$ cat config.mk
export PLATFORM = sky130hd
export DESIGN_NAME = crc32_record_validator_unit_flat
export DESIGN_NICKNAME = d
export VERILOG_FILES = /design/src/rtl/crc32rv_pkg.sv /design/src/rtl/crc32rv_if.sv /design/src/rtl/crc32rv_cfg.sv /design/src/rtl/crc32rv_check.sv /design/src/rtl/crc32_record_validator_unit.sv /design/src/flat_wrapper.sv
export SDC_FILE = /design/constraint.sdc
export NUM_CORES = 1
export LEC_CHECK = 0
export ABC_AREA = 1
export BUFFER_PORTS_ARGS = -buffer_cell sky130_fd_sc_hd__buf_2
export CAP_MARGIN = 20
export CELL_PAD_IN_SITES_DETAIL_PLACEMENT = 1
export CELL_PAD_IN_SITES_GLOBAL_PLACEMENT = 1
export CORE_MARGIN = 2
export CORE_UTILIZATION = 40
export CTS_BUF_LIST = sky130_fd_sc_hd__clkbuf_4 sky130_fd_sc_hd__clkbuf_8 sky130_fd_sc_hd__clkbuf_16
export CTS_CLUSTER_SIZE = 16
export DETAILED_ROUTE_END_ITERATION = 16
export PLACE_DENSITY_LB_ADDON = 0.1
export REMOVE_ABC_BUFFERS = 1
export SETUP_SLACK_MARGIN = 0.2
export SLEW_MARGIN = 20
export SYNTH_ARGS = -nofsm -noshare
export SYNTH_HDL_FRONTEND = slang
export SYNTH_HIERARCHICAL = 1
export SYNTH_SLANG_ARGS = --single-unit
$ cat constraint.sdc
create_clock -name clk -period 7.14 [get_ports clk]
set_clock_uncertainty 0.2 [all_clocks]
set_input_delay 1.428 -clock clk [delete_from_list [all_inputs] [get_ports clk]]
set_output_delay 1.428 -clock clk [all_outputs]
set_load 0.01 [all_outputs]
$ cat src/rtl/crc32rv_pkg.sv
// Shared types, constants and the byte-wide CRC step of the record validator.
`timescale 1ns / 1ps
`default_nettype none

package crc32rv_pkg;

  localparam logic [31:0] RECORD_MAGIC      = 32'h5344_4950;
  localparam logic [31:0] CRC_POLY          = 32'hEDB8_8320;
  localparam logic [31:0] CRC_INIT          = 32'hFFFF_FFFF;
  localparam logic [15:0] MIN_RECORD_LENGTH = 16'd12;
  localparam logic [15:0] HEADER_MAGIC_END  = 16'd3;
  localparam logic [15:0] HEADER_END        = 16'd7;
  localparam logic [15:0] HEADER_BYTES      = 16'd8;
  localparam logic [15:0] TRAILER_BYTES     = 16'd4;
  localparam int          CfgIndexWidth     = 2;

  typedef enum logic [CfgIndexWidth-1:0] {
    CFG_EXPECTED_VERSION = 2'd0,
    CFG_RECORD_LENGTH    = 2'd1
  } cfg_idx_t;

  typedef enum logic [2:0] {
    FAIL_NONE    = 3'd0,
    FAIL_MAGIC   = 3'd1,
    FAIL_VERSION = 3'd2,
    FAIL_LENGTH  = 3'd3,
    FAIL_CRC     = 3'd4
  } fail_t;

  typedef struct packed {
    logic [7:0] data_byte;
    logic       start_of_record;
  } in_item_t;

  typedef struct packed {
    logic        record_valid;
    logic [2:0]  fail_reason;
    logic [31:0] computed_crc;
  } out_item_t;

  // Configuration as seen by the checker; the length is already clamped.
  typedef struct packed {
    logic [15:0] expected_version;
    logic [15:0] record_length;
  } cfg_t;

  // One byte through the reflected CRC-32, LSB first.
  function automatic logic [31:0] crc_byte(input logic [31:0] crc, input logic [7:0] b);
    logic [31:0] c;
    c = crc ^ {24'h0, b};
    for (int k = 0; k < 8; k++) begin
      c = c[0] ? ((c >> 1) ^ CRC_POLY) : (c >> 1);
    end
    return c;
  endfunction

endpackage

`default_nettype wire

$ cat src/rtl/crc32rv_if.sv
// Valid/ready channel interfaces for record bytes and verdicts.
`timescale 1ns / 1ps
`default_nettype none

interface crc32rv_in_if;
  import crc32rv_pkg::*;
  logic     valid;
  logic     ready;
  in_item_t payload;
  modport source (output valid, output payload, input ready);
  modport sink (input valid, input payload, output ready);
endinterface

interface crc32rv_out_if;
  import crc32rv_pkg::*;
  logic      valid;
  logic      ready;
  out_item_t payload;
  modport source (output valid, output payload, input ready);
  modport sink (input valid, input payload, output ready);
endinterface

`default_nettype wire

$ cat src/rtl/crc32rv_cfg.sv
// Configuration registers of the record validator, with the length clamp.
`timescale 1ns / 1ps
`default_nettype none

module crc32rv_cfg (
  input  logic                                  clk,
  input  logic                                  rst,
  input  logic                                  cfg_we,
  input  logic [crc32rv_pkg::CfgIndexWidth-1:0] cfg_index,
  input  logic [15:0]                           cfg_data,
  output crc32rv_pkg::cfg_t                     cfg
);
  import crc32rv_pkg::*;

  logic [15:0] expected_version;
  logic [15:0] record_length;

  always_ff @(posedge clk) begin
    if (rst) begin
      expected_version <= 16'd1;
      record_length    <= 16'd64;
    end else if (cfg_we) begin
      case (cfg_index)
        CFG_EXPECTED_VERSION: expected_version <= cfg_data;
        CFG_RECORD_LENGTH:    record_length    <= cfg_data;
        default: ;
      endcase
    end
  end

  // Lengths below the smallest legal record count as the smallest one.
  always_comb begin
    cfg.expected_version = expected_version;
    cfg.record_length    = (record_length < MIN_RECORD_LENGTH) ? MIN_RECORD_LENGTH
                                                               : record_length;
  end

endmodule

`default_nettype wire

$ cat src/rtl/crc32rv_check.sv
// Record state, CRC step, header checks and the verdict output register.
`timescale 1ns / 1ps
`default_nettype none

module crc32rv_check (
  input  logic                  clk,
  input  logic                  rst,
  input  crc32rv_pkg::cfg_t     cfg,
  input  logic                  item_valid,
  input  crc32rv_pkg::in_item_t item,
  output logic                  item_ready,
  crc32rv_out_if.source         verdict
);
  import crc32rv_pkg::*;

  logic [15:0] byte_count;
  logic [31:0] crc_reg;
  logic [31:0] header_shift;
  fail_t       first_fault;
  logic [31:0] trailer_shift;
  logic        out_valid;
  out_item_t   out_item;

  logic [15:0] idx;
  logic [31:0] crc_base, crc_next;
  logic [31:0] header_base, header_next;
  fail_t       fault_base, fault_next;
  logic [31:0] trailer_base, trailer_next;
  logic        last;
  logic [31:0] calc;
  fail_t       reason;
  logic        fire;

  always_comb begin
    // A start flag drops whatever partial record is in flight.
    idx          = item.start_of_record ? 16'd0 : byte_count;
    crc_base     = item.start_of_record ? CRC_INIT : crc_reg;
    header_base  = item.start_of_record ? 32'd0 : header_shift;
    fault_base   = item.start_of_record ? FAIL_NONE : first_fault;
    trailer_base = item.start_of_record ? 32'd0 : trailer_shift;

    crc_next     = (idx < (cfg.record_length - TRAILER_BYTES))
                   ? crc_byte(crc_base, item.data_byte) : crc_base;
    header_next  = (idx < HEADER_BYTES) ? {item.data_byte, header_base[31:8]} : header_base;
    trailer_next = {item.data_byte, trailer_base[31:8]};

    fault_next = fault_base;
    if (fault_base == FAIL_NONE) begin
      if (idx == HEADER_MAGIC_END && header_next != RECORD_MAGIC) begin
        fault_next = FAIL_MAGIC;
      end else if (idx == HEADER_END) begin
        if (header_next[15:0] != cfg.expected_version) begin
          fault_next = FAIL_VERSION;
        end else if (header_next[31:16] != cfg.record_length) begin
          fault_next = FAIL_LENGTH;
        end
      end
    end

    // Also ends the record when the length was lowered below the current position.
    last   = ({1'b0, idx} + 17'd1) >= {1'b0, cfg.record_length};
    calc   = ~crc_next;
    reason = (fault_next == FAIL_NONE && trailer_next != calc) ? FAIL_CRC : fault_next;
  end

  assign item_ready = !last || !out_valid || verdict.ready;
  assign fire       = item_valid && item_ready;

  always_ff @(posedge clk) begin
    if (rst) begin
      byte_count    <= 16'd0;
      crc_reg       <= CRC_INIT;
      header_shift  <= 32'd0;
      first_fault   <= FAIL_NONE;
      trailer_shift <= 32'd0;
      out_valid     <= 1'b0;
    end else begin
      if (fire && last) begin
        out_valid <= 1'b1;
      end else if (verdict.ready) begin
        out_valid <= 1'b0;
      end
      if (fire) begin
        if (last) begin
          byte_count            <= 16'd0;
          crc_reg               <= CRC_INIT;
          header_shift          <= 32'd0;
          first_fault           <= FAIL_NONE;
          trailer_shift         <= 32'd0;
          out_item.record_valid <= (reason == FAIL_NONE);
          out_item.fail_reason  <= reason;
          out_item.computed_crc <= calc;
        end else begin
          byte_count    <= idx + 16'd1;
          crc_reg       <= crc_next;
          header_shift  <= header_next;
          first_fault   <= fault_next;
          trailer_shift <= trailer_next;
        end
      end
    end
  end

  assign verdict.valid   = out_valid;
  assign verdict.payload = out_item;

  a_verdict_consistent: assert property (@(posedge clk) disable iff (rst)
    out_valid |-> (out_item.record_valid == (out_item.fail_reason == FAIL_NONE)))
    else $error("record_valid disagrees with fail_reason");

  a_clear_after_verdict: assert property (@(posedge clk) disable iff (rst)
    (fire && last) |=> (byte_count == 16'd0 && crc_reg == CRC_INIT && out_valid))
    else $error("record state not cleared after a verdict");

  a_count_advance: assert property (@(posedge clk) disable iff (rst)
    (fire && !last) |=> (byte_count == $past(idx) + 16'd1))
    else $error("byte count did not advance by one");

  a_no_overwrite: assert property (@(posedge clk) disable iff (rst)
    (out_valid && !verdict.ready) |=> out_valid)
    else $error("pending verdict lost while stalled");

endmodule

`default_nettype wire

$ cat src/rtl/crc32_record_validator_unit.sv
// Top level of the CRC-32 record validator: input register, config and checker.
//
// Usage:
//   rec_in carries one record byte per request (data_byte, start_of_record).
//   A start flag makes that byte byte 0 of a new record; without one, the
//   byte after reset or after a verdict is byte 0 anyway.
//   verdict carries one request per finished record (record_valid,
//   fail_reason, computed_crc), issued on the record_length-th byte.
//   The configuration port (cfg_we, cfg_index, cfg_data) writes
//   expected_version (index 0) and record_length (index 1).
// Timing:
//   A byte is registered in the input register when accepted and folded
//   into the CRC and header state from there; the verdict is registered as
//   its last byte is folded in. One byte per cycle is sustained unless a
//   verdict stalls; the eight-bit CRC step between the registers sets that rate.
// Reset (synchronous) returns the registers to version 1, length 64, and
// clears the record state. While verdict is stalled, bytes that do not end
// a record keep flowing; a record-ending byte waits in the input register.
`timescale 1ns / 1ps
`default_nettype none

module crc32_record_validator_unit (
  input  logic                                  clk,
  input  logic                                  rst,
  crc32rv_in_if.sink                            rec_in,
  crc32rv_out_if.source                         verdict,
  input  logic                                  cfg_we,
  input  logic [crc32rv_pkg::CfgIndexWidth-1:0] cfg_index,
  input  logic [15:0]                           cfg_data
);
  import crc32rv_pkg::*;

  cfg_t     cfg;
  logic     in_valid_q;
  in_item_t in_q;
  logic     item_ready;

  crc32rv_cfg u_cfg (
    .clk       (clk),
    .rst       (rst),
    .cfg_we    (cfg_we),
    .cfg_index (cfg_index),
    .cfg_data  (cfg_data),
    .cfg       (cfg)
  );

  assign rec_in.ready = !in_valid_q || item_ready;

  always_ff @(posedge clk) begin
    if (rst) begin
      in_valid_q <= 1'b0;
    end else if (rec_in.ready) begin
      in_valid_q <= rec_in.valid;
    end
  end

  always_ff @(posedge clk) begin
    if (rec_in.valid && rec_in.ready) begin
      in_q <= rec_in.payload;
    end
  end

  crc32rv_check u_check (
    .clk        (clk),
    .rst        (rst),
    .cfg        (cfg),
    .item_valid (in_valid_q),
    .item       (in_q),
    .item_ready (item_ready),
    .verdict    (verdict)
  );

endmodule

`default_nettype wire

$ cat src/flat_wrapper.sv
// flat-port wrapper written by rule: the top's interface ports become plain ports
module crc32_record_validator_unit_flat import crc32rv_pkg::*;
  (clk, rst, cfg_we, cfg_index, cfg_data, rec_in_valid, rec_in_payload, rec_in_ready, verdict_valid, verdict_payload, verdict_ready);
  crc32rv_in_if rec_in_i ();
  crc32rv_out_if verdict_i ();
  input  logic clk;
  input  logic rst;
  input  logic cfg_we;
  input  logic [crc32rv_pkg::CfgIndexWidth-1:0] cfg_index;
  input  logic [15:0] cfg_data;
  input wire logic [$bits(rec_in_i.valid)-1:0] rec_in_valid;
  input wire logic [$bits(rec_in_i.payload)-1:0] rec_in_payload;
  output wire logic [$bits(rec_in_i.ready)-1:0] rec_in_ready;
  output wire logic [$bits(verdict_i.valid)-1:0] verdict_valid;
  output wire logic [$bits(verdict_i.payload)-1:0] verdict_payload;
  input wire logic [$bits(verdict_i.ready)-1:0] verdict_ready;
  assign rec_in_i.valid = rec_in_valid;
  assign rec_in_i.payload = rec_in_payload;
  assign rec_in_ready = rec_in_i.ready;
  assign verdict_valid = verdict_i.valid;
  assign verdict_payload = verdict_i.payload;
  assign verdict_i.ready = verdict_ready;
  crc32_record_validator_unit u_core (.clk(clk), .rst(rst), .rec_in(rec_in_i), .verdict(verdict_i), .cfg_we(cfg_we), .cfg_index(cfg_index), .cfg_data(cfg_data));
endmodule
-- Word level (Yosys, flattened, before mapping)
Index checks and enable logic that the tools add are counted.
- flip-flop bits (word level): 194
- input port bits: 32
- output and inout port bits: 38
- add/sub/neg operators: 3
- magnitude comparators: 4
- eq/ne operators: 7
- muxes and demuxes: 29
- bitwise gates (word level): 11
- reduce and logical (&&, ||, !) cells: 19
- operators by type and width (kind ; count):
    32-bit 2-to-1 mux ; 16
    13-bit inverter with 14-bit output ; 8
    16-bit 2-to-1 mux ; 3
    16-bit by 4-bit less-than comparator with 1-bit output, second input constant ; 2
    16-bit inequality test ; 2
    32-bit by 31-bit inequality test with 1-bit output, second input constant ; 1
    32-bit inequality test ; 1
    32-bit inverter ; 1
    32-bit by 8-bit XOR with 32-bit output ; 1
    3-bit 2-to-1 mux ; 8
    16-bit by 1-bit adder with 17-bit output, second input constant ; 1
    17-bit by 16-bit >= comparator with 1-bit output ; 1
    16-bit by 1-bit adder with 16-bit output, second input constant ; 1
    16-bit by 2-bit == test with 1-bit output, second input constant ; 1
    16-bit by 3-bit == test with 1-bit output, second input constant ; 1
    16-bit less-than comparator ; 1
    16-bit by 3-bit subtractor with 16-bit output, second input constant ; 1
    3-bit zero test ; 3
    1-bit logical AND ; 5
    2-bit AND reduction ; 2
    1-bit zero test ; 3
    1-bit logical OR ; 3
    3-bit AND reduction ; 1
    2-bit by 1-bit == test with 1-bit output, second input constant ; 1
    4 further kinds ; 5

-- Depth between registers and ports, before layout
Gate-level depths: netlist of the first run.
- word-level depth: 24
- depth in mapped cells: 36

-- Cells and area by module
Netlist of the first run, hierarchy kept.
- modules (own cells, without submodules) (module ; instances ; cells an instance ; area an instance (um^2)):
    crc32rv_check ; 1 ; 1872 ; 11015.6
    crc32rv_cfg ; 1 ; 175 ; 1272.5
    crc32_record_validator_unit ; 1 ; 15 ; 317.8

-- Least setup slack after synthesis of the first run
Ideal clock, no wire load.
- kind: reg2reg
- start: register u_core/in_q[0] in the netlist's numbering
- end: register u_core.u_check.out_item, in the netlist u_core/u_check/verdict.payload[0] (enable)
- library setup time: 0.474 ns
- arrival time: 6.266 ns
- required time: 6.466 ns
- setup slack: 0.200 ns
- cell stages (with the launch flop): 27
- period minus slack after synthesis: 6.940 ns
- cell sequence: edfxtp_1 > buf_2 > buf_2 > buf_2 > buf_2 > nor2_1 > ha_1 > inv_1 > nor2_2 > nand3_2 > nor3_2 > nand3_1 > nor2_1 > xor2_1 > inv_1 > ha_1 > a21oi_1 > o21ai_0 > nand2_1 > nand2_1 > nor2_1 > nand3_2 > nand2_1 > nand2_2 > buf_4 > buf_4 > nor3_1
- longest elaborated chain between the ends: 8
- ends and longest elaborated chain (item ; RTL line ; source):
    start: declaration ; crc32_record_validator_unit.sv:35 ; in_item_t in_q;
    start signal: assignment ; crc32_record_validator_unit.sv:59 ; in_q <= rec_in.payload;
    16-bit 2-to-1 mux ; crc32rv_check.sv:36 ; idx = item.start_of_record ? 16'd0 : byte_count;
    16-bit by 1-bit adder with 17-bit output ; crc32rv_check.sv:61 ; last = ({1'b0, idx} + 17'd1) >= {1'b0, cfg.record_length};
    17-bit by 16-bit >= comparator with 1-bit output ; crc32rv_check.sv:61 ;
    1-bit zero test ; crc32rv_check.sv:66 ; assign item_ready = !last || !out_valid || verdict.ready;
    1-bit logical OR (2 in series) ; crc32rv_check.sv:66 ;
    named net u_core.item_ready ; crc32_record_validator_unit.sv:36 ; logic item_ready;
    1-bit logical AND ; crc32rv_check.sv:67 ; assign fire = item_valid && item_ready;
    3-bit AND reduction (no line) ; -- ;
    end: declaration ; crc32rv_check.sv:22 ; out_item_t out_item;
The timed path passes the listed nets, and every way through them passes these cells.
A chain may end at the register's enable or synchronous reset.

-- Worst setup path after layout of the first run
- start: register u_core/in_q[0] in the netlist's numbering
- end: output port rec_in_ready
- longest elaborated chain between the ends: 7
- ends and longest elaborated chain (item ; RTL line ; source):
    16-bit 2-to-1 mux ; crc32rv_check.sv:36 ;
    16-bit by 1-bit adder with 17-bit output ; crc32rv_check.sv:61 ;
    17-bit by 16-bit >= comparator with 1-bit output ; crc32rv_check.sv:61 ;
    1-bit zero test ; crc32rv_check.sv:66 ;
    1-bit logical OR (2 in series) ; crc32rv_check.sv:66 ;
    named net u_core.item_ready ; crc32_record_validator_unit.sv:36 ;
    1-bit logical OR ; crc32_record_validator_unit.sv:47 ; assign rec_in.ready = !in_valid_q || item_ready;
    end: declaration ; flat_wrapper.sv:13 ; output wire logic [$bits(rec_in_i.ready)-1:0] rec_in_ready;
The timed path passes the listed nets, and every way through them passes these cells.

==> results of run 1 <==
## worst min-delay path, stage by stage, from the launching register on
cell	delay [ns]
dfxtp_1	0.32
a21oi_1	0.06
nand2_1	0.05
## synth_stat cells (4+ instances only)
library cell | instances | area [sq um]
nand3_2 | 4 | 40.0
dfxtp_1 | 141 | 2820
nor2_2 | 6 | 37.5
inv_2 | 5 | 18.8
buf_2 | 24 | 120
o21ai_0 | 78 | 390
xnor2_1 | 6 | 52.6
clkbuf_1 | 44 | 165
nand2_2 | 22 | 138
buf_4 | 10 | 75.1
xor2_1 | 32 | 280
nand2_1 | 820 | 3080
nand4_1 | 11 | 68.8
buf_6 | 6 | 67.6
a21oi_1 | 124 | 621
nand3b_1 | 11 | 82.6
o21ai_1 | 5 | 25.0
buf_1 | 7 | 26.3
edfxtp_1 | 45 | 1350
nor2_1 | 167 | 627
nor3_1 | 16 | 80.1
ha_1 | 34 | 425
inv_1 | 208 | 781
nand3_1 | 222 | 1110
## area by class of cell
cell class                 instances  area (sq um)  share of cell area [%]
clock buffer                      24           502                    3.66
clock inverter                     8          57.6                   0.419
inverter                         215           810                    5.90
multi-input combinational       1569          7190                    52.4
sequential                       186          4170                    30.4
tap                              402           503                    3.66
timing repair buffer              85           493                    3.59
## per-stage QoR
step,worst slack [ns],hold slack [ns]
5_1_grt,0.339,0.282
4_1_cts,0.886,0.258
2_1_floorplan,-1.29,0.219
3_3_place_gp,1.22,0.235
3_5_place_dp,0.984,0.241
6_report,0.886,0.256
## placed cells by master, fill, tap and decap left out, types with 5 or more instances in the layout
master       n
nand2_1    820
nand3_1    222
inv_1      208
nor2_1     167
dfxtp_1    141
a21oi_1    122
o21ai_0     78
buf_2       68
edfxtp_1    45
ha_1        34
xor2_1      32
nand2_2     21
clkbuf_16   18
buf_4       15
nor3_1      15
nand4_1     11
nand3b_1    11
xnor2_1      6
clkbuf_4     5
inv_2        5
nor2_2       5
o21ai_1      5
## how the worst max path moves through the flow
stage | from | end | cells past startpoint
final | u_core/in_q[0]$_DFFE_PP_ | rec_in_ready | 22
after global routing | u_core/u_cfg/record_length[11]$_SDFFE_PP0P_ | u_core/u_check/verdict.payload[34]$_DFFE_PP_ | 33
after CTS | u_core/in_q[0]$_DFFE_PP_ | rec_in_ready | 22
after global placement | u_core/u_cfg/record_length[8]$_SDFFE_PP0P_ | u_core/u_check/verdict.payload[34]$_DFFE_PP_ | 33
after floorplan | u_core/in_q[0]$_DFFE_PP_ | u_core/u_check/verdict.payload[0]$_DFFE_PP_ | 20
after detailed placement | u_core/u_cfg/record_length[11]$_SDFFE_PP0P_ | u_core/u_check/verdict.payload[34]$_DFFE_PP_ | 33
## cell families after synthesis
family	share of synthesized area, %
DFF	33.1
and+or+nand+nor	42.3
buffers and inverters	10.1
adders and majority gates	3.37
AOI/OAI and AO/OA	8.47
xor gates and xnor gates	2.64
## report_power, final
part           switching (uW)  internal (uW)  leakage, uW
clock network             444            498     0.000283
logic                     398            161      0.00486
registers                30.3           1120      0.00156
total                     872           1780      0.00671
## metal layers
metal	vias to the layer above	wire length [um]
met5	-	0
met4	0	1350
met3	63	1200
met2	188	23000
met1	6399	19900
li1	6532	-
==> results.toml, run 1 <==
[sta]
tightest_slew_ns = 1.01
fin_crit_ns = 6.25
finalCritPeriodShare_pct = 87.6
rsz0062_at_grt = "no"
setup_tns_ns = 0
report.final.setup_viol = 0
drv_slew = 0
fmax_mhz = 160
max_slew_margin_pct = 32.7
hold_viol_final = 0

[power_and_ir_drop]
peakVddDrop_mv = 0.175
p_per_area_mw_per_mm2 = 193
power_leakage_uw = 0.00671
totalPowerFinal_uw = 2650

[detailed_routing]
wirelength_um = 45500
drc = 0
drtAntennaViolNets = 0
wl_per_cell_um = 18.3
via_per_inst = 5.30
firstDrtPassIters = 4
drtIter0Drc = 763
vias = 13200

[run_status]
status = "finished, final reports clean"

[die]
core_area_sq_mm = 0.0313
die_w_um = 182
die_y_um = 182
start_util_pct = 40.3
die_area_sq_mm = 0.0330
io-pin-count = 70
num_rows = 65

[layout]
fillers = 4341
largest_reg_flops = 36
drive_above_1_share_pct = 7.95
fin_cells = 2489
syn_to_final_growth_pct = 8.87
finalInstanceArea_sq_mm = 0.0137
antennaDiodeCount = 0
utilization_pct = 43.8
nNetsFinal = 2140

[clock_tree]
clock_sinks = 186
cts_max_path_buffers = 2
htreeDepth = 4
post_cts_resized = 0
tritoncts = "done"
cts_hold_buf = 0
clk_latency_ns = 0.45
postCtsSetupBuffers = 0
root_buffer = "clkbuf_16"
numCtsBuffers = 17
clk_pin_slew_ns = 0.07

[logic_synthesis]
synth_flop_cell = "dfxtp_1"
netlist_instances = 2062
yosysUniqueCellTypes = 35
yosysSeqAreaShare_pct = 33.1
async_reset_ff_share_pct = 0
yosys_warnings = 6
syn_area_sq_mm = 0.0126
synth_edf_count = 45
syn_avg_cell_area_sq_um = 6.11
ys_seq_elements = 186

[critical_path]
r2r-end = "u_core/u_check/verdict.payload[34]$_DFFE_PP_"
crit_family = "simple AND/OR/NAND/NOR gates"
cp-end-kind = "output port"
slowest_delay_ns = 0.45
path_buf_inv = 5
regToRegStartpoint = "u_core/u_cfg/record_length[11]$_SDFFE_PP0P_"
path_cells = "inv_2 > nand2_1 > nor3_1 > inv_1 > nor2_1 > nand3_1 > nor3_1 > nand3_1 > nor3_1 > xor2_1 > ha_1 > nand2_1 > nor2_1 > nand2_1 > nor2_1 > nor2_1 > nand3_2 > buf_4 > nand2_1 > inv_2 > nand2_2 > buf_2"
regToRegSetupSlack_ns = 0.95
cp-start-kind = "flip-flop"
arrival_ns = 4.63
r2r_cells = 31
path_class = "flip-flop to output port"
path_max_fanout = 26
required_ns = 5.51
cp_slowest_cell = "edfxtp_1"

[placed_design]
dpl.cell_count = 2456
dpl-instance-area_sq_mm = 0.0131
dp.final_hpwl_um = 32900
port_buffers = 69
routabilityCongestion = 0.897

[hold_path]
worstHoldStart = "u_core/u_check/crc_reg[28]$_SDFFE_PP1P_"
hold_path_end = "u_core/u_check/crc_reg[28]$_SDFFE_PP1P_"
hold_path_class = "flip-flop to flip-flop"
whs_path_depth = 2

[run]
maxCapViolCount = 0

[global_routing]
grt-ovfl-total = 0
grt_pass1_vias = 13500
met3_usage_pct = 3.73
antenna_found_initial = 0
met1_usage_pct = 34.1
grtUsageTotal_pct = 28.1
grtUsageMet2_pct = 51.0
grt_first_pass_wirelength_um = 72300
busiest_layer = "met2"
grt_max_degree = 85
No activity file was read; power rests on OpenSTA's default activity.
==> run 2: changes to the inputs <==
--- a/config.mk
+++ b/config.mk
@@ -12,7 +12,6 @@
 export CELL_PAD_IN_SITES_GLOBAL_PLACEMENT = 1
 export CORE_MARGIN = 2
 export CORE_UTILIZATION = 40
-export CTS_BUF_LIST = sky130_fd_sc_hd__clkbuf_4 sky130_fd_sc_hd__clkbuf_8 sky130_fd_sc_hd__clkbuf_16
 export CTS_CLUSTER_SIZE = 16
 export DETAILED_ROUTE_END_ITERATION = 16
 export PLACE_DENSITY_LB_ADDON = 0.1
==> results.toml, run 2 (synthesis results as in run 1) <==
[power_and_ir_drop]
power_frac_seq_pct = 43.6
totalPowerFinal_uw = 2640
pwr-share-comb_pct = 21.2
peakVddDrop_mv = 0.179
power_frac_clock_pct = 35.2
swShare_pct = 33.3
p_per_area_mw_per_mm2 = 193
power_leakage_uw = 0.00669
intPower_uw = 1760
switchingPower_uw = 879

[placed_design]
port_buffers = 69
routabilityCongestion = 0.897
dp.final_hpwl_um = 32900
dpl-instance-area_sq_mm = 0.0131
pre_cts_slack_ns = 0.984

[sta]
drv_slew = 0
rsz0062_at_grt = "no"
hold_slack_ns = 0.258
tightest_slew_ns = 1.01
finalCritPeriodShare_pct = 87.8
hold_viol_final = 0
worst_slack_ns = 0.870
max_slew_margin_pct = 32.7
report.final.setup_viol = 0
fin_crit_ns = 6.27
fmax_mhz = 159

[layout]
ff_latch_area_sq_mm = 0.00417
multi_input_area_sq_mm = 0.00719
antennaDiodeCount = 0
syn_to_final_growth_pct = 8.72
largest_reg_flops = 36
fillers = 4344
nNetsFinal = 2140
finalInstanceArea_sq_mm = 0.0137
final_common_cell = "nand2_1"
layout_common_cells = "nand2_1 (820), nand3_1 (222), inv_1 (208), nor2_1 (167), dfxtp_1 (141)"
drive_above_1_share_pct = 7.71

[global_routing]
grt_first_pass_wirelength_um = 72200
grt_max_degree = 85
grt_pass1_vias = 13400
grtUsageTotal_pct = 28.1
grt-ovfl-total = 0
antenna_found_initial = 0

[detailed_routing]
wirelength_um = 45700
drtAntennaViolNets = 0
drtIter0Drc = 702
wl_per_cell_um = 18.4
via_per_inst = 5.29
firstDrtPassIters = 5
vias = 13200
drc = 0

[die]
start_util_pct = 40.3
io-pin-count = 70
core_area_sq_mm = 0.0313
die_w_um = 182
die_y_um = 182
die_area_sq_mm = 0.0330
num_rows = 65

[clock_tree]
root_buffer = "clkbuf_16"
htreeDepth = 4
clock_sinks = 186
cts_max_path_buffers = 2
numCtsBuffers = 17
postCtsSetupBuffers = 0
post_cts_resized = 0
clk_pin_slew_ns = 0.08
tritoncts = "done"
cts_hold_buf = 0
clk_latency_ns = 0.46

[run_status]
status = "finished, final reports clean"

[critical_path]
required_ns = 5.51
cp-start-kind = "flip-flop"
path_class = "flip-flop to output port"
cp-end-kind = "output port"
path_max_fanout = 26
arrival_ns = 4.64

[hold_path]
hold_path_class = "flip-flop to flip-flop"

[run]
maxCapViolCount = 0
[run 2: changes by cell type in the layout (fill, tap and decap cells not counted)]
cell      delta
clkbuf_1     +5
clkbuf_4     -5
[run 2: through the flow]
step                      TNS (ns)  utilization (%)  cells
after floorplan             -46.46                -   1970
after detailed placement         0             42.0   2456
after CTS                        0             43.7   2488
final                            0             43.8   2489
after global routing             0             43.8   2489
after global placement           0             42.0   2456
[run 2: critical path: stages (launching register included)]
cell      delay (ns)
edfxtp_1        0.45
inv_2           0.35
nand2_1         0.20
nor3_1          0.17
inv_1           0.09
nor2_1          0.20
nand3_1         0.17
nor3_1          0.29
nand3_1         0.19
nor3_1          0.21
xor2_1          0.13
ha_1            0.33
nand2_1         0.06
nor2_1          0.17
nand2_1         0.08
nor2_1          0.10
nor2_1          0.06
nand3_2         0.07
buf_4           0.37
nand2_1         0.20
inv_2           0.11
nand2_2         0.06
buf_2           0.14
[run 2: final cells by class]
type	instances	area share, %
multi-input combinational	1569	52.4
sequential	186	30.5
inverter	215	5.91
tap	402	3.67
timing repair buffer	85	3.60
clock buffer	24	3.52
clock inverter	8	0.420
[run 2: metal layers]
metal	track usage [%]	part of all wire (%)	vias up	wire, um
met1	34.1	44	6359	20000
met3	3.73	2.9	67	1330
met4	9.92	2.9	0	1340
met5	0	0	-	0
met2	50.9	50	217	23100
li1	-	-	6527	-
[run 2: path summary, 6_finish.rpt]
| path | start | to | slack, ns | cells past startpoint |
|---|---|---|---|---|
| setup / recovery | u_core/in_q[0]$_DFFE_PP_ | rec_in_ready | 0.87 | 22 |
| hold / removal | u_core/u_check/crc_reg[28]$_SDFFE_PP1P_ | u_core/u_check/crc_reg[28]$_SDFFE_PP1P_ | 0.26 | 2 |
| setup reg to reg | u_core/u_cfg/record_length[11]$_SDFFE_PP0P_ | u_core/u_check/verdict.payload[34]$_DFFE_PP_ | 0.95 | 31 |
| hold reg to reg | u_core/u_check/crc_reg[28]$_SDFFE_PP1P_ | u_core/u_check/crc_reg[28]$_SDFFE_PP1P_ | 0.26 | 2 |
[run 2: power by group through the flow]
stage / clock [uW] / combinational, uW / sequential [uW]
6_report: 930 / 560 / 1150
5_1_grt: 986 / 628 / 1160
4_1_cts: 949 / 558 / 1150
3_5_place_dp: 0 / 553 / 1180
3_3_place_gp: 0 / 536 / 1170
2_1_floorplan: 0 / 363 / 1170
==> run 3: changes to the inputs <==
--- a/config.mk
+++ b/config.mk
@@ -10,6 +10,7 @@
 export CAP_MARGIN = 20
 export CELL_PAD_IN_SITES_DETAIL_PLACEMENT = 1
 export CELL_PAD_IN_SITES_GLOBAL_PLACEMENT = 1
+export CORE_ASPECT_RATIO = 0.5
 export CORE_MARGIN = 2
 export CORE_UTILIZATION = 40
 export CTS_CLUSTER_SIZE = 16
==> results.toml, run 3 (synthesis results as in run 1) <==
[detailed_routing]
drtIter0Drc = 714
via_per_inst = 5.22
wirelength_um = 43800
firstDrtPassIters = 5
drtAntennaViolNets = 0
drc = 0
vias = 13100
wl_per_cell_um = 17.5

[clock_tree]
cts_max_path_buffers = 2
tritoncts = "done"
htreeDepth = 4
postCtsSetupBuffers = 0
root_buffer = "clkbuf_16"
post_cts_resized = 0
cts_hold_buf = 0
numCtsBuffers = 17
clock_sinks = 186
clk_latency_ns = 0.46
clk_pin_slew_ns = 0.07

[layout]
fillers = 4213
layout_common_cells = "nand2_1 (820), nand3_1 (222), inv_1 (208), nor2_1 (167), dfxtp_1 (141)"
drive_above_1_share_pct = 7.81
final_common_cell = "nand2_1"
nNetsFinal = 2139
syn_to_final_growth_pct = 9.44
antennaDiodeCount = 0
largest_reg_flops = 36

[run]
maxCapViolCount = 0

[sta]
fmax_mhz = 160
fin_crit_ns = 6.24
hold_slack_ns = 0.260
finalCritPeriodShare_pct = 87.4
hold_viol_final = 0
report.final.setup_viol = 0
tightest_slew_ns = 1.08
setup_tns_ns = 0
max_slew_margin_pct = 27.7
drv_slew = 0
rsz0062_at_grt = "no"
worst_slack_ns = 0.901

[global_routing]
grt_first_pass_wirelength_um = 68700
busiest_layer = "met2"
grt_max_degree = 86
grtUsageMet2_pct = 44.5
grt-ovfl-total = 0
met1_usage_pct = 36.9
grtUsageTotal_pct = 27.0
grt_pass1_vias = 12700
antenna_found_initial = 1
met3_usage_pct = 3.13

[placed_design]
dp.final_hpwl_um = 30800
routabilityCongestion = 0.874
port_buffers = 69
pre_cts_slack_ns = 1.11

[power_and_ir_drop]
totalPowerFinal_uw = 2750
p_per_area_mw_per_mm2 = 199
peakVddDrop_mv = 0.175
power_leakage_uw = 0.00672

[die]
die_area_sq_mm = 0.0330
die_w_um = 255
num_rows = 45
start_util_pct = 41.1
core_area_sq_mm = 0.0307
io-pin-count = 70
die_y_um = 130

[critical_path]
cp-start-kind = "flip-flop"
path_class = "flip-flop to output port"
cp-end-kind = "output port"
arrival_ns = 4.61
required_ns = 5.51
path_max_fanout = 19

[run_status]
status = "finished, final reports clean"

[hold_path]
hold_path_class = "flip-flop to flip-flop"
==> run 3: worst max-delay path, stage by stage, from the launching register on <==
cell	delay [ns]
edfxtp_1	0.47
inv_2	0.35
buf_4	0.34
nand2_2	0.12
nor2_1	0.18
inv_1	0.08
nor2_1	0.24
nand3_1	0.20
nor3_1	0.30
nand3_1	0.17
nor3_1	0.22
xor2_1	0.24
ha_1	0.29
inv_1	0.08
o211ai_1	0.10
inv_1	0.06
nand2_1	0.05
nor2_1	0.13
nand3_2	0.11
nand2_1	0.15
inv_2	0.07
nand2_2	0.07
buf_2	0.13
==> run 3: path summary, 6_finish.rpt <==
| path | slack (ns) | cells past startpoint | start | endpoint |
|---|---|---|---|---|
| max | 0.90 | 22 | u_core/in_q[0]$_DFFE_PP_ | rec_in_ready |
| min reg2reg | 0.26 | 2 | u_core/u_check/crc_reg[28]$_SDFFE_PP1P_ | u_core/u_check/crc_reg[28]$_SDFFE_PP1P_ |
| max reg2reg | 1.04 | 31 | u_core/u_cfg/record_length[8]$_SDFFE_PP0P_ | u_core/u_check/verdict.payload[34]$_DFFE_PP_ |
| min | 0.26 | 2 | u_core/u_check/crc_reg[28]$_SDFFE_PP1P_ | u_core/u_check/crc_reg[28]$_SDFFE_PP1P_ |
==> run 3: layout make-up <==
| class | instances | area (sq um) | share of cell area (%) |
|---|---|---|---|
| Multi-Input combinational cell | 1569 | 7190 | 52.1 |
| Sequential cell | 186 | 4170 | 30.3 |
| Inverter | 215 | 810 | 5.87 |
| Tap cell | 423 | 529 | 3.84 |
| Timing Repair Buffer | 84 | 473 | 3.43 |
| Clock buffer | 18 | 429 | 3.11 |
| Clock inverter | 14 | 190 | 1.38 |
==> run 3: power breakdown <==
| group | switching, uW | leakage, uW | internal (uW) | total, uW |
|---|---|---|---|---|
| registers | 30.2 | 0.00156 | 1120 | 1150 |
| clock network | 458 | 0.000303 | 589 | 1050 |
| logic | 389 | 0.00486 | 161 | 550 |
==> run 3: layer usage <==
metal	vias up	part of all wire [%]	wire [um]
met2	247	46	20000
met5	-	0.030	13
met4	2	2.1	930
met3	59	3.6	1590
met1	6247	49	21300
li1	6533	-	-
==> run 3: through the flow <==
stage	instance area [sq um]	util (%)	cells
floorplan	12100	-	1970
global placement	13200	42.9	2477
detailed placement	13200	42.9	2477
CTS	13800	45.0	2509
global route	13800	45.0	2509
finish	13800	45.0	2509
